[src/rtl/core/uue_pkg.sv]
package uue_pkg;

  // Default line length in bytes
  localparam int unsigned LINE_BYTES = 45;

  localparam logic CMD_DATA = 1'b0;
  localparam logic CMD_EOS  = 1'b1;

  localparam logic [7:0]  CHAR_NL        = 8'h0A;
  localparam logic [7:0]  CHAR_BQ        = 8'h60;
  localparam logic [7:0]  CHAR_OFFSET    = 8'h20;
  localparam logic [31:0] TEXT_ZERO_LINE = 32'h0000_0A60;  // "`\n"
  localparam logic [31:0] TEXT_END       = 32'h0A64_6E65;  // "end\n"

  localparam logic [2:0] CNT_ONE  = 3'd1;
  localparam logic [2:0] CNT_TWO  = 3'd2;
  localparam logic [2:0] CNT_FOUR = 3'd4;

  typedef enum logic [2:0] {
    SEL_LEN,
    SEL_GRP,
    SEL_NL,
    SEL_ZL,
    SEL_END
  } out_sel_e;

  typedef struct packed {
    logic     wr;
    logic     clr_fill;
    logic     ptr_clr;
    logic     ptr_adv;
    logic     rd_en;
    logic [1:0] rd_sub;
    logic     cap_en;
    logic [1:0] cap_sub;
    logic     out_load;
    out_sel_e sel;
    logic     last;
  } uue_cmd_t;

  typedef struct packed {
    logic fill_zero;
    logic fill_last;
    logic grp_more;
    logic out_free;
  } uue_sts_t;

  function automatic logic [7:0] enc6(input logic [5:0] v);
    logic [7:0] r;
    if (v == 6'd0) begin
      r = CHAR_BQ;
    end else begin
      r = {2'b00, v} + CHAR_OFFSET;
    end
    return r;
  endfunction

endpackage

[src/rtl/core/uue_ctrl.sv]
module uue_ctrl (
  input  logic            clk_i,
  input  logic            rst_ni,
  input  logic            in_valid_i,
  input  logic            command_i,
  output logic            in_stall_o,
  input  uue_pkg::uue_sts_t sts_i,
  output uue_pkg::uue_cmd_t cmd_o
);

  typedef enum logic [3:0] {
    ST_IDLE,
    ST_LEN,
    ST_RA,
    ST_RB,
    ST_RC,
    ST_RD,
    ST_GRP,
    ST_NL,
    ST_ZL,
    ST_END
  } state_e;

  state_e state_q, state_d;
  logic   eos_q, eos_d;
  logic   accept;

  assign in_stall_o = (state_q != ST_IDLE);
  assign accept     = in_valid_i && (state_q == ST_IDLE);

  always_comb begin
    state_d = state_q;
    eos_d   = eos_q;
    cmd_o   = '0;
    cmd_o.sel = uue_pkg::SEL_LEN;
    unique case (state_q)
      ST_IDLE: begin
        if (accept) begin
          if (command_i == uue_pkg::CMD_EOS) begin
            eos_d   = 1'b1;
            state_d = sts_i.fill_zero ? ST_ZL : ST_LEN;
          end else begin
            eos_d    = 1'b0;
            cmd_o.wr = 1'b1;
            if (sts_i.fill_last) begin
              state_d = ST_LEN;
            end
          end
        end
      end
      ST_LEN: begin
        if (sts_i.out_free) begin
          cmd_o.out_load = 1'b1;
          cmd_o.sel      = uue_pkg::SEL_LEN;
          cmd_o.ptr_clr  = 1'b1;
          state_d        = ST_RA;
        end
      end
      ST_RA: begin
        cmd_o.rd_en  = 1'b1;
        cmd_o.rd_sub = 2'd0;
        state_d      = ST_RB;
      end
      ST_RB: begin
        cmd_o.cap_en  = 1'b1;
        cmd_o.cap_sub = 2'd0;
        cmd_o.rd_en   = 1'b1;
        cmd_o.rd_sub  = 2'd1;
        state_d       = ST_RC;
      end
      ST_RC: begin
        cmd_o.cap_en  = 1'b1;
        cmd_o.cap_sub = 2'd1;
        cmd_o.rd_en   = 1'b1;
        cmd_o.rd_sub  = 2'd2;
        state_d       = ST_RD;
      end
      ST_RD: begin
        cmd_o.cap_en  = 1'b1;
        cmd_o.cap_sub = 2'd2;
        state_d       = ST_GRP;
      end
      ST_GRP: begin
        if (sts_i.out_free) begin
          cmd_o.out_load = 1'b1;
          cmd_o.sel      = uue_pkg::SEL_GRP;
          cmd_o.ptr_adv  = 1'b1;
          state_d        = sts_i.grp_more ? ST_RA : ST_NL;
        end
      end
      ST_NL: begin
        if (sts_i.out_free) begin
          cmd_o.out_load = 1'b1;
          cmd_o.sel      = uue_pkg::SEL_NL;
          cmd_o.last     = !eos_q;
          cmd_o.clr_fill = 1'b1;
          state_d        = eos_q ? ST_ZL : ST_IDLE;
        end
      end
      ST_ZL: begin
        if (sts_i.out_free) begin
          cmd_o.out_load = 1'b1;
          cmd_o.sel      = uue_pkg::SEL_ZL;
          state_d        = ST_END;
        end
      end
      ST_END: begin
        if (sts_i.out_free) begin
          cmd_o.out_load = 1'b1;
          cmd_o.sel      = uue_pkg::SEL_END;
          cmd_o.last     = 1'b1;
          state_d        = ST_IDLE;
        end
      end
      default: begin
        state_d = ST_IDLE;
      end
    endcase
  end

  always_ff @(posedge clk_i or negedge rst_ni) begin
    if (!rst_ni) begin
      state_q <= ST_IDLE;
      eos_q   <= 1'b0;
    end else begin
      state_q <= state_d;
      eos_q   <= eos_d;
    end
  end

endmodule

[src/rtl/core/uue_dpath.sv]
module uue_dpath #(
  parameter int unsigned LineBytes = uue_pkg::LINE_BYTES
) (
  input  logic              clk_i,
  input  logic              rst_ni,
  input  logic [7:0]        data_byte_i,
  input  uue_pkg::uue_cmd_t cmd_i,
  output uue_pkg::uue_sts_t sts_o,
  input  logic              out_stall_i,
  output logic              out_valid_o,
  output logic [31:0]       text_o,
  output logic [2:0]        char_count_o,
  output logic              last_of_run_o
);

  localparam int unsigned AddrW      = $clog2(LineBytes);
  localparam int unsigned FillW      = $clog2(LineBytes + 1);
  localparam int unsigned StoreDepth = 2 ** AddrW;

  logic [7:0] mem [StoreDepth];

  logic [FillW-1:0] fill_q;
  logic [FillW-1:0] ptr_q;
  logic [FillW:0]   rd_ext;
  logic [FillW:0]   grp_next;
  logic [7:0]       rdata_q;
  logic             rok_q;
  logic [7:0]       b0_q, b1_q, b2_q;
  logic [7:0]       cap_byte;
  logic             out_valid_q;
  logic [31:0]      text_q, text_d;
  logic [2:0]       cnt_q, cnt_d;
  logic             last_q;

  assign rd_ext   = {1'b0, ptr_q} + (FillW + 1)'(cmd_i.rd_sub);
  assign grp_next = {1'b0, ptr_q} + (FillW + 1)'(3);

  assign sts_o.fill_zero = (fill_q == '0);
  assign sts_o.fill_last = (fill_q == FillW'(LineBytes - 1));
  assign sts_o.grp_more  = (grp_next < {1'b0, fill_q});
  assign sts_o.out_free  = !out_valid_q || !out_stall_i;

  // line store, one write and one registered read per cycle
  always_ff @(posedge clk_i) begin
    if (cmd_i.wr) begin
      mem[fill_q[AddrW-1:0]] <= data_byte_i;
    end
    if (cmd_i.rd_en) begin
      rdata_q <= mem[rd_ext[AddrW-1:0]];
      rok_q   <= (rd_ext < {1'b0, fill_q});
    end
  end

  // bytes past the end of the line read as zero padding
  assign cap_byte = rok_q ? rdata_q : 8'h00;

  always_ff @(posedge clk_i) begin
    if (cmd_i.cap_en) begin
      case (cmd_i.cap_sub)
        2'd0:    b0_q <= cap_byte;
        2'd1:    b1_q <= cap_byte;
        default: b2_q <= cap_byte;
      endcase
    end
  end

  always_ff @(posedge clk_i or negedge rst_ni) begin
    if (!rst_ni) begin
      fill_q <= '0;
      ptr_q  <= '0;
    end else begin
      if (cmd_i.clr_fill) begin
        fill_q <= '0;
      end else if (cmd_i.wr) begin
        fill_q <= fill_q + FillW'(1);
      end
      if (cmd_i.ptr_clr) begin
        ptr_q <= '0;
      end else if (cmd_i.ptr_adv) begin
        ptr_q <= grp_next[FillW-1:0];
      end
    end
  end

  always_comb begin
    text_d = '0;
    cnt_d  = uue_pkg::CNT_ONE;
    unique case (cmd_i.sel)
      uue_pkg::SEL_LEN: begin
        text_d = {24'h0, uue_pkg::enc6(6'(fill_q))};
        cnt_d  = uue_pkg::CNT_ONE;
      end
      uue_pkg::SEL_GRP: begin
        text_d = {uue_pkg::enc6(b2_q[5:0]),
                  uue_pkg::enc6({b1_q[3:0], b2_q[7:6]}),
                  uue_pkg::enc6({b0_q[1:0], b1_q[7:4]}),
                  uue_pkg::enc6(b0_q[7:2])};
        cnt_d  = uue_pkg::CNT_FOUR;
      end
      uue_pkg::SEL_NL: begin
        text_d = {24'h0, uue_pkg::CHAR_NL};
        cnt_d  = uue_pkg::CNT_ONE;
      end
      uue_pkg::SEL_ZL: begin
        text_d = uue_pkg::TEXT_ZERO_LINE;
        cnt_d  = uue_pkg::CNT_TWO;
      end
      uue_pkg::SEL_END: begin
        text_d = uue_pkg::TEXT_END;
        cnt_d  = uue_pkg::CNT_FOUR;
      end
      default: begin
        text_d = '0;
        cnt_d  = uue_pkg::CNT_ONE;
      end
    endcase
  end

  always_ff @(posedge clk_i) begin
    if (cmd_i.out_load) begin
      text_q <= text_d;
      cnt_q  <= cnt_d;
      last_q <= cmd_i.last;
    end
  end

  always_ff @(posedge clk_i or negedge rst_ni) begin
    if (!rst_ni) begin
      out_valid_q <= 1'b0;
    end else if (cmd_i.out_load) begin
      out_valid_q <= 1'b1;
    end else if (!out_stall_i) begin
      out_valid_q <= 1'b0;
    end
  end

  assign out_valid_o   = out_valid_q;
  assign text_o        = text_q;
  assign char_count_o  = cnt_q;
  assign last_of_run_o = last_q;

endmodule

[src/rtl/core/uuencode_line_encoder_unit.sv]
// uuencode line encoder.
// Input channel (in_valid_i / in_stall_o): one beat is a data byte
// (command_i = data) or an end-of-stream flush (command_i = eos).
// Output channel (out_valid_o / out_stall_i): one beat carries up to four
// ASCII characters in text_o, first character in bits 7..0, with their
// number in char_count_o; last_of_run_o marks the final beat of a run.
// Throughput: data bytes that do not complete a line stream at one per
// cycle. The byte that completes a line, or a flush, stalls the input
// until the whole run has been handed to the output register. After the
// accept the sequencer loads the length beat once the output register is
// free; each 3-byte group then takes three registered reads of the line
// store, the last capture and the load.
// A flush adds two beats ("`\n" and "end\n") after any partial line.
// When the receiver stalls, the output register holds its beat and the
// sequencer waits; nothing is dropped.
// Reset clears the fill count, the sequencer and the output valid; the
// line store itself is not cleared since entries past the fill count are masked to zero.
module uuencode_line_encoder_unit #(
  parameter int unsigned LineBytes = uue_pkg::LINE_BYTES
) (
  input  logic        clk_i,
  input  logic        rst_ni,
  input  logic        in_valid_i,
  output logic        in_stall_o,
  input  logic        command_i,
  input  logic [7:0]  data_byte_i,
  output logic        out_valid_o,
  input  logic        out_stall_i,
  output logic [31:0] text_o,
  output logic [2:0]  char_count_o,
  output logic        last_of_run_o
);

  uue_pkg::uue_cmd_t cmd;
  uue_pkg::uue_sts_t sts;

  // sequencer: accepts beats, walks the line group by group
  uue_ctrl u_ctrl (
    .clk_i      (clk_i),
    .rst_ni     (rst_ni),
    .in_valid_i (in_valid_i),
    .command_i  (command_i),
    .in_stall_o (in_stall_o),
    .sts_i      (sts),
    .cmd_o      (cmd)
  );

  // line store, group assembly, character encode and output register
  uue_dpath #(
    .LineBytes (LineBytes)
  ) u_dpath (
    .clk_i         (clk_i),
    .rst_ni        (rst_ni),
    .data_byte_i   (data_byte_i),
    .cmd_i         (cmd),
    .sts_o         (sts),
    .out_stall_i   (out_stall_i),
    .out_valid_o   (out_valid_o),
    .text_o        (text_o),
    .char_count_o  (char_count_o),
    .last_of_run_o (last_of_run_o)
  );

endmodule

[config.mk]
export PLATFORM = sky130hd
export DESIGN_NAME = uuencode_line_encoder_unit
export DESIGN_NICKNAME = d
export VERILOG_FILES = /design/src/rtl/core/uue_pkg.sv /design/src/rtl/core/uue_ctrl.sv /design/src/rtl/core/uue_dpath.sv /design/src/rtl/core/uuencode_line_encoder_unit.sv
export SDC_FILE = /design/constraint.sdc
export NUM_CORES = 1
export LEC_CHECK = 0
export BUFFER_PORTS_ARGS = -buffer_cell sky130_fd_sc_hd__buf_4
export CAP_MARGIN = 25
export CELL_PAD_IN_SITES_DETAIL_PLACEMENT = 1
export CELL_PAD_IN_SITES_GLOBAL_PLACEMENT = 1
export CORE_ASPECT_RATIO = 1.2
export CORE_MARGIN = 3
export CORE_UTILIZATION = 50
export DETAILED_ROUTE_END_ITERATION = 10
export PLACE_DENSITY_LB_ADDON = 0.25
export SETUP_SLACK_MARGIN = 0.2
export SYNTH_ARGS = -nofsm -noshare
export SYNTH_HDL_FRONTEND = slang
export SYNTH_SLANG_ARGS = --single-unit
[constraint.sdc]
create_clock -name clk_i -period 8.3 [get_ports clk_i]
set_input_delay 0.83 -clock clk_i [delete_from_list [all_inputs] [get_ports clk_i]]
set_output_delay 0.83 -clock clk_i [all_outputs]
set_load 0.01 [all_outputs]
Word-level counts from Yosys, hierarchy flattened
Memory sizes are Yosys's and may differ from the RTL's. A register that Yosys moved wholly into a read port is not among the register bits.
Index checks and enable logic that the tools add are counted.

storage, ports and cells
  register bits = 79
  bits in writable memories = 512
  input bits = 13
  output and inout port bits = 38
  memories kept = 1

memory list
  memory       words  width  read ports  clocked after Yosys merged registers in  wr ports  RTL line         text
  u_dpath.mem  64     8      1           1                                        1         uue_dpath.sv:20  logic [7:0] mem [StoreDepth];

operators by class
  $add $sub $neg = 8
  $lt $le $gt $ge = 2
  equal/unequal tests = 23
  mux-type cells = 45
  bitwise gates (word level) = 1
  reduce and logical (&&, ||, !) cells = 23

operator list
  operator             number
  $pmux 32 s5          1
  $mux 4               13
  $mux 8               6
  $pmux 4 s10          1
  $add 6x6->7 const B  5
  $logic_not 6->1      5
  $mux 6               4
  $pmux 4 s5           1
  $pmux 3 s3           2
  $eq 4x3->1 const B   4
  $lt 7x6->1           2
  $mux 1               12
  $mux 5               2
  $ne 2x2->1 const B   5
  $eq 4x2->1 const B   2
  $eq 4x4->1 const B   2
  $reduce_and 2->1     4
  $add 6x2->7          1
  $add 6x2->7 const B  1
  $reduce_and 7->1     1
  $add 6x1->6 const B  1
  $eq 3x2->1 const B   2
  $eq 6x6->1 const B   1
  $pmux 3 s2           1
  other kinds (18)     23

Longest topological paths before layout
Gate-level depths: netlist (run 1).

  depth after elaboration = 7
  mapped depth = 15
  depth with buffers taken out = 11

Hierarchy
A second synthesis (run 1) with hierarchy kept.

unflattened totals
  cells, all modules = 1,358
  area, all modules = 24,270.8 um2

by module, submodules not included
  module     times used  cells an instance  area each (um2)  sequential area each (um2)
  uue_dpath  1           1,289              23,772.8         17,651.9
  uue_ctrl   1           69                 498.0            125.1

Worst setup path after synthesis (run 1)
Ideal clock, no wire load.

  kind = register to register
  from = reg u_ctrl.state_q[0]
  to = reg u_dpath.rdata_q[1] (read register of u_dpath.mem) (data pin)
  arrival time = 3,142 ps
  data required time = 8,039 ps
  path slack = 4,897 ps
  cell stages (with the launch flop) = 11
  buffers on the path = 4
  clock period less this slack = 3,403 ps
  path through = dfrtp_1 -> clkbuf_1 -> clkbuf_1 -> nor4_1 -> fa_1 -> clkbuf_1 -> clkbuf_1 -> mux4_2 -> nand2_1 -> a31oi_1 -> a221o_1

on the way
  word-level cells in the longest chain between the ends = 3

RTL lines
  item                                             RTL line         text
  start: declaration                               uue_ctrl.sv:24   state_e state_q, state_d;
  start signal: assignment                         uue_ctrl.sv:126  state_q <= state_d;
  $eq 4x3->1 / $eq 4x2->1 (equally long branches)  uue_ctrl.sv:36   unique case (state_q)
  $pmux 3 s3 *                                     uue_ctrl.sv:36
  $add 6x2->7                                      uue_dpath.sv:35  assign rd_ext = {1'b0, ptr_q} + (FillW + 1)'(cmd_i.rd_sub);
  end: declaration                                 uue_dpath.sv:26  logic [7:0] rdata_q;

Mark *: on every way between the ends. The rest lies on a longest branch, timed or not.
A chain may end at the register's enable or synchronous reset.

Final worst setup path (run 1)
  from = reg u_ctrl.state_q[0]
  to = reg u_dpath.rdata_q[2] (read register of u_dpath.mem) (data pin)

Same word-level chain as after synthesis.

==> results.toml, run 1 <==
[run_status]
run_status = "finished, final reports clean"

[sta]
setup-tns-final_ns = 0
final_hold_viol_count = 0
rsz0062_at_grt = "false"
clock-skew-final_ns = 0.0231
min_period_ns = 4.91
max_slew.worst_pin.slew_ns = 0.966
maxClockFrequency_ghz = 0.204
fin_crit_sh_pct = 59.1
maxSlewViolCount = 0
final.hold.worst_slack_ns = 0.0924
post-route-worst-setup-slack_ns = 3.39
setup-violations-final = 0
slew_headroom_pct = 35.4

[routing]
detail_route.first_pass.iterations = 5
antenna_violating_nets_post_route = 0
drcViolationCount = 0
routed_wirelength_um = 56100
detail_route.iter0.violations = 1236
routed_via_density = 6.09
routed-via-count = 12100
routed_length_on_met2_um = 28900
met1_length_um = 22200
routed.top_layer = "met4"
drt-wirelength-per-cell_um = 28.3
met3_wirelength_um = 3230

[synth]
netlist_area_sq_um = 23800
synth-edff-count = 577
synth-seq-area-share_pct = 74.7
synthesis.yosys.warnings = 0
synth_top_flop_cell = "sky130_fd_sc_hd__edfxtp_1"
synth.avg_cell_area_sq_um = 18.8
async_flop_share_pct = 3.03
synth.ff_latch_count = 595
synth_cells = 1268
yosys.cell_types.count = 59

[global_route]
vias_in_the_first_global_route = 13100
grt_usage_pct = 23.0
globalRouteOverflowTotal = 0
grt_first_pass_wirelength_um = 85100
antenna_found_initial = 0
grt_start_max_net_pins = 92

[power]
internal_power_uw = 6570
power_leakage_uw = 0.00855
seq_power_share_pct = 38.0
power.switching_fraction_pct = 32.7
vdd.ir_drop.worst_mv = 0.368
p_per_area_nw_per_um2 = 368
switching_power_uw = 3200
power.clock.fraction_pct = 25.9
power.share.combinational_pct = 36.1

[clock_tree]
buffer_levels_on_the_longest_clock_path = 3
root_buffer = "sky130_fd_sc_hd__clkbuf_16"
worst_setup_hold_path_clk_slew_ns = 0.06
post_cts_sizing = 0
clock_sinks = 595
postCtsSetupBuffers = 0
tritoncts = "built"
count_of_h_tree_levels_built_during_cts = 2
clock_latency_ns = 0.62
cts_hold_buffers = 0
cts_made_buffers = 58

[worst_hold_path]
min-delay-path-class = "input port to asynchronous set/reset pin"

[setup_path]
timing.critical_path.required_ns = 8.78
worst_ep_arrival_time_ns = 5.39
crit_path_max_fanout = 53
crit_type = "flip-flop to flip-flop"
timing.critical_path.from_type = "flip-flop"
timing.critical_path.to_type = "flip-flop"

[placement]
placement.io_buffers = 46
place_ws_ns = 3.39
place_hpwl_um = 33800
place_congestion = 0.792

[finish]
final_common_cell = "sky130_fd_sc_hd__edfxtp_1"
area_occupied_by_registers_sq_um = 17800
multiInputGateArea_sq_um = 5650
nets = 1350
antenna-diode-count = 0
layout-area-overhead-vs-synth_pct = 11.4
fill_cells = 4081
mostFrequentLayoutCells = "577 x sky130_fd_sc_hd__edfxtp_1, 128 x sky130_fd_sc_hd__mux4_2, 122 x sky130_fd_sc_hd__nand2_1, 92 x sky130_fd_sc_hd__nor2_1, 61 x sky130_fd_sc_hd__clkbuf_16"
layout-drive-gt1-share_pct = 21.3

[floorplanning]
die_area_sq_um = 50300
io_pins = 51
fp-row-count = 86
floorplan.initialDensity_pct = 51.2
die_h_um = 245
floorplan.die.width_um = 205
placeableCoreArea_sq_um = 46500

[run]
max_cap_violations = 0
[routing by layer]
metal	GRT usage (%)	vias up
li1	-	5163
met3	4.09	93
met4	7.62	0
met2	39.4	406
met5	0	-
met1	30.0	6405
[path summary, 6_finish.rpt]
check | startpoint | end | slack, ns | cells after the start
worst max-delay path | u_ctrl.state_q[0] | u_dpath.rdata_q[2] | 3.39 | 10
worst max register to register | u_ctrl.state_q[0] | u_dpath.rdata_q[2] | 3.39 | 10
worst min-delay path | rst_ni | u_dpath.ptr_q[4] | 0.09 | 1
max in group asynchronous | rst_ni | u_ctrl.eos_q | 7.98 | 1
worst min register to register | u_dpath.b1_q[2] | u_dpath.text_o[20] | 0.55 | 1
min in group clk_i | command_i | u_ctrl.eos_q | 0.54 | 2
[cells in the mapped netlist, drive strengths merged (2+ instances only)]
cell type  count  area (sq um)
nand2        122           458
a221o          9          90.1
a21oi         12          60.1
nor3          10          66.3
o21ai         14          70.1
nand3b         3          22.5
edfxtp       577         17300
dfrtp         18           450
o211ai         2          15.0
mux2           9           101
xnor2         11          96.3
a211oi         9          67.6
a31oi         19           119
nor4b          2          32.5
ha            15           188
and3          25           156
nand3         13          77.6
nor4           3          33.8
mux2i         16           160
and2          28           175
clkbuf        23          86.3
buf           44           274
mux4         128          2880
a21o           6          45.0
or3            4          25.0
a211o          2          17.5
o32ai          8          70.1
a22o           5          43.8
o31ai          2          15.0
xor2           2          17.5
inv           16          60.1
o21a           2          15.0
nor2          93           349
[sequential cells by signal (all words and copies together) (netlist names)]
register               count
u_dpath.mem              512
u_dpath.text_o            28
u_dpath.b0_q               8
u_dpath.b1_q               8
u_dpath.b2_q               8
u_dpath.rdata_q            8
u_dpath.fill_q             6
u_dpath.ptr_q              6
u_ctrl.state_q             4
u_dpath.char_count_o       3
u_ctrl.eos_q               1
u_dpath.last_of_run_o      1
u_dpath.out_valid_o        1
u_dpath.rok_q              1
[layout make-up]
type,instances,share of cell area [%]
Timing Repair Buffer,57,1.66
Inverter,17,0.245
Sequential cell,595,67.1
Tap cell,616,2.91
Multi-Input combinational cell,592,21.3
Clock buffer,76,5.97
Clock inverter,29,0.835
[cell families (layout without fill, tap and decap cells)]
group	Yosys count	after routing	synth area share (%)
multiplexers	153	153	13.2
XOR/XNOR	13	13	0.478
AO/OA/AOI/OAI	97	97	2.89
AND/OR/NAND/NOR	308	308	6.02
flip-flops	595	595	74.7
other	1	4	0.0158
adder cells (fa/ha/maj)	17	17	0.915
buffers and inverters	84	179	1.78
[worst max-delay path, cell delays in order, from the launching register on]
cell	delay [ns]
sky130_fd_sc_hd__dfrtp_1	0.64
sky130_fd_sc_hd__nand2_1	0.24
sky130_fd_sc_hd__nor3_1	0.09
sky130_fd_sc_hd__ha_4	0.21
sky130_fd_sc_hd__fa_4	1.36
sky130_fd_sc_hd__buf_4	0.58
sky130_fd_sc_hd__mux4_2	0.33
sky130_fd_sc_hd__nand2_1	0.06
sky130_fd_sc_hd__and3_1	0.23
sky130_fd_sc_hd__o32ai_1	0.75
sky130_fd_sc_hd__a221o_1	0.22
[power by group through the flow]
stage | registers, uW | logic, uW | clock network, uW
2_1_floorplan | 3730 | 2540 | 0
3_3_place_gp | 3770 | 3520 | 0
3_5_place_dp | 3780 | 3570 | 0
4_1_cts | 3710 | 3600 | 2570
5_1_grt | 3730 | 3790 | 2710
6_report | 3710 | 3530 | 2520
[per-stage QoR]
stage	instance area [sq um]	power, uW	std cells	util, %
floorplan	23800	6260	1271	-
global route	26500	10200	1982	57.0
detailed placement	24700	7340	1877	53.2
CTS	26500	9890	1982	57.0
finish	26500	9770	1982	57.0
global placement	24700	7290	1876	53.1
Note: power is estimated with default switching activity, not from simulation.
==> inputs of run 2 (changes only) <==
--- a/config.mk
+++ b/config.mk
@@ -11,7 +11,7 @@
 export CELL_PAD_IN_SITES_GLOBAL_PLACEMENT = 1
 export CORE_ASPECT_RATIO = 1.2
 export CORE_MARGIN = 3
-export CORE_UTILIZATION = 50
+export CORE_UTILIZATION = 49
 export DETAILED_ROUTE_END_ITERATION = 10
 export PLACE_DENSITY_LB_ADDON = 0.25
 export SETUP_SLACK_MARGIN = 0.2
==> constraint.sdc (replaced) <==
create_clock -name clk_i -period 4.2 [get_ports clk_i]
set_input_delay 0.42 -clock clk_i [delete_from_list [all_inputs] [get_ports clk_i]]
set_output_delay 0.42 -clock clk_i [all_outputs]
set_load 0.01 [all_outputs]
==> results.toml, run 2 (synthesis gave the netlist of run 1 again) <==
[global_route]
grt_usage_pct = 22.1
grt_first_pass_wirelength_um = 84000
vias_in_the_first_global_route = 13100
globalRouteOverflowTotal = 0
antenna_found_initial = 0
grt_start_max_net_pins = 65

[routing]
drcViolationCount = 0
routed_via_density = 5.93
drt-wirelength-per-cell_um = 27.1
detail_route.iter0.violations = 945
detail_route.first_pass.iterations = 5
routed_wirelength_um = 55500
routed-via-count = 12100
antenna_violating_nets_post_route = 0

[floorplanning]
fp-row-count = 87
placeableCoreArea_sq_um = 47500
die_h_um = 247
io_pins = 51
floorplan.initialDensity_pct = 50.1
floorplan.die.width_um = 207
die_area_sq_um = 51300

[clock_tree]
clock_latency_ns = 0.62
buffer_levels_on_the_longest_clock_path = 3
cts_made_buffers = 57
worst_setup_hold_path_clk_slew_ns = 0.07
count_of_h_tree_levels_built_during_cts = 2
tritoncts = "built"
root_buffer = "sky130_fd_sc_hd__clkbuf_16"
clock_sinks = 595

[finish]
mostFrequentLayoutCells = "577 x sky130_fd_sc_hd__edfxtp_1, 128 x sky130_fd_sc_hd__mux4_2, 122 x sky130_fd_sc_hd__nand2_1, 109 x sky130_fd_sc_hd__buf_4, 92 x sky130_fd_sc_hd__nor2_1"
layout-area-overhead-vs-synth_pct = 13.5
non_filler_cells_in_the_finished_layout = 2048
flip_flop_count_of_the_largest_register_all_copies_and_words_added = 512
layout-drive-gt1-share_pct = 24.5
final_common_cell = "sky130_fd_sc_hd__edfxtp_1"
antenna-diode-count = 0
nets = 1408

[setup_path]
worst_ep_arrival_time_ns = 4.19
r2r_start = "u_ctrl.state_q[2]"
ff2ff_setup_slack_ns = 0.38
cp_cell_sequence = "nor3_1, ha_4, fa_4, buf_12, mux4_2, and2_1, a211oi_1, o32ai_1, a221o_1"
cpMaxStageDelayCell = "sky130_fd_sc_hd__fa_4"
r2r_end = "u_dpath.rdata_q[7]"
r2r_cells = 9
crit_type = "flip-flop to flip-flop"
timing.critical_path.required_ns = 4.57
timing.critical_path.to_type = "flip-flop"
critical_path.top_delay_family = "adder cells"
crit_path_max_incr_delay_ns = 0.99
timing.critical_path.from_type = "flip-flop"
crit_path_max_fanout = 43
cp_num_buf_inv = 1

[placement]
placement.io_buffers = 46
place_ws_ns = 0.352
place_hpwl_um = 34800
dp_cells = 1942
place_congestion = 0.834

[power]
internal_power_uw = 13100
power.share.combinational_pct = 37.1
switching_power_uw = 6320
p_per_area_nw_per_um2 = 719
power.clock.fraction_pct = 25.3
power_leakage_uw = 0.00886
vdd.ir_drop.worst_mv = 0.410
power.switching_fraction_pct = 32.5
seq_power_share_pct = 37.6

[run]
max_cap_violations = 0

[sta]
setup-tns-final_ns = 0
min_period_ns = 3.82
rsz0062_at_grt = "false"
fin_crit_sh_pct = 90.9
slew_headroom_pct = 31.4
max_slew.worst_pin.slew_ns = 1.02
clock-skew-final_ns = 0.0256
maxSlewViolCount = 0
post-route-worst-setup-slack_ns = 0.383
final_hold_viol_count = 0
setup-violations-final = 0
maxClockFrequency_ghz = 0.262

[worst_hold_path]
hold_ep = "u_ctrl.eos_q"
worstHoldPathCells = 2
worstHoldStart = "command_i"
min-delay-path-class = "input port to flip-flop"

[run_status]
run_status = "finished, final reports clean"
run 2: cell count changes in the layout (fill, tap and decap cells not counted), moves of 2 or more:
cell	before	now
sky130_fd_sc_hd__clkbuf_16	61	58
sky130_fd_sc_hd__clkinv_1	8	13
sky130_fd_sc_hd__clkbuf_1	15	11
sky130_fd_sc_hd__clkinv_2	17	11
sky130_fd_sc_hd__buf_12	1	6
sky130_fd_sc_hd__buf_4	56	109
sky130_fd_sc_hd__clkinv_4	1	3
sky130_fd_sc_hd__clkinvlp_4	1	4
run 2: power groups by stage:
stage          registers [uW]  clock network, uW  logic (uW)
4_1_cts                  7300               5030        7330
6_report                 7300               4920        7200
3_5_place_dp             7420                  0        7270
2_1_floorplan            7360                  0        5010
3_3_place_gp             7410                  0        7170
5_1_grt                  7340               5280        7740
run 2: metrics by stage:
step           utilization (%)  area (sq um)  power, uW  hold WS [ns]
6_report                  56.9         27000      19400         0.123
5_1_grt                   56.9         27000      20400         0.106
4_1_cts                   56.9         27000      19700        0.0851
3_5_place_dp              53.1         25200      14700         0.319
3_3_place_gp              53.1         25200      14600         0.317
2_1_floorplan                -         23800      12400         0.124
run 2: final cells by class:
cell class / count / area (sq um)
Clock buffer: 69 / 1490
Sequential cell: 595 / 17800
Inverter: 17 / 63.8
Multi-Input combinational cell: 592 / 5660
Clock inverter: 36 / 302
Fill cell: 4232 / 20400
Tap cell: 623 / 779
Timing Repair Buffer: 116 / 948
run 2: worst max-delay path by stage:
| stage | startpoint | to | slack, ns | cells past startpoint |
|---|---|---|---|---|
| floorplan | u_ctrl.state_q[0] | u_dpath.rdata_q[1] | 0.80 | 10 |
| finish | u_ctrl.state_q[2] | u_dpath.rdata_q[7] | 0.38 | 9 |
| detailed placement | u_ctrl.state_q[2] | u_dpath.rdata_q[4] | 0.35 | 9 |
| CTS | u_ctrl.state_q[2] | u_dpath.rdata_q[6] | 0.32 | 9 |
| global route | u_ctrl.state_q[1] | u_dpath.rdata_q[4] | 0.25 | 10 |
| global placement | u_ctrl.state_q[2] | u_dpath.rdata_q[4] | 0.44 | 9 |
run 2: layer usage:
metal	part of all wire, %	vias up	track usage (%)
met5	0	-	0
met4	4.2	0	9.27
met3	5.2	110	3.22
met2	51	401	38.1
met1	40	6358	28.4
li1	-	5275	-
run 2: timing repair:
item                       in CTS  in global routing
buffers inserted                0                  0
setup endpoints to repair       0                  7
gates resized for setup         0                  1
hold endpoints to repair       18                  0
hold buffers                    1                  0
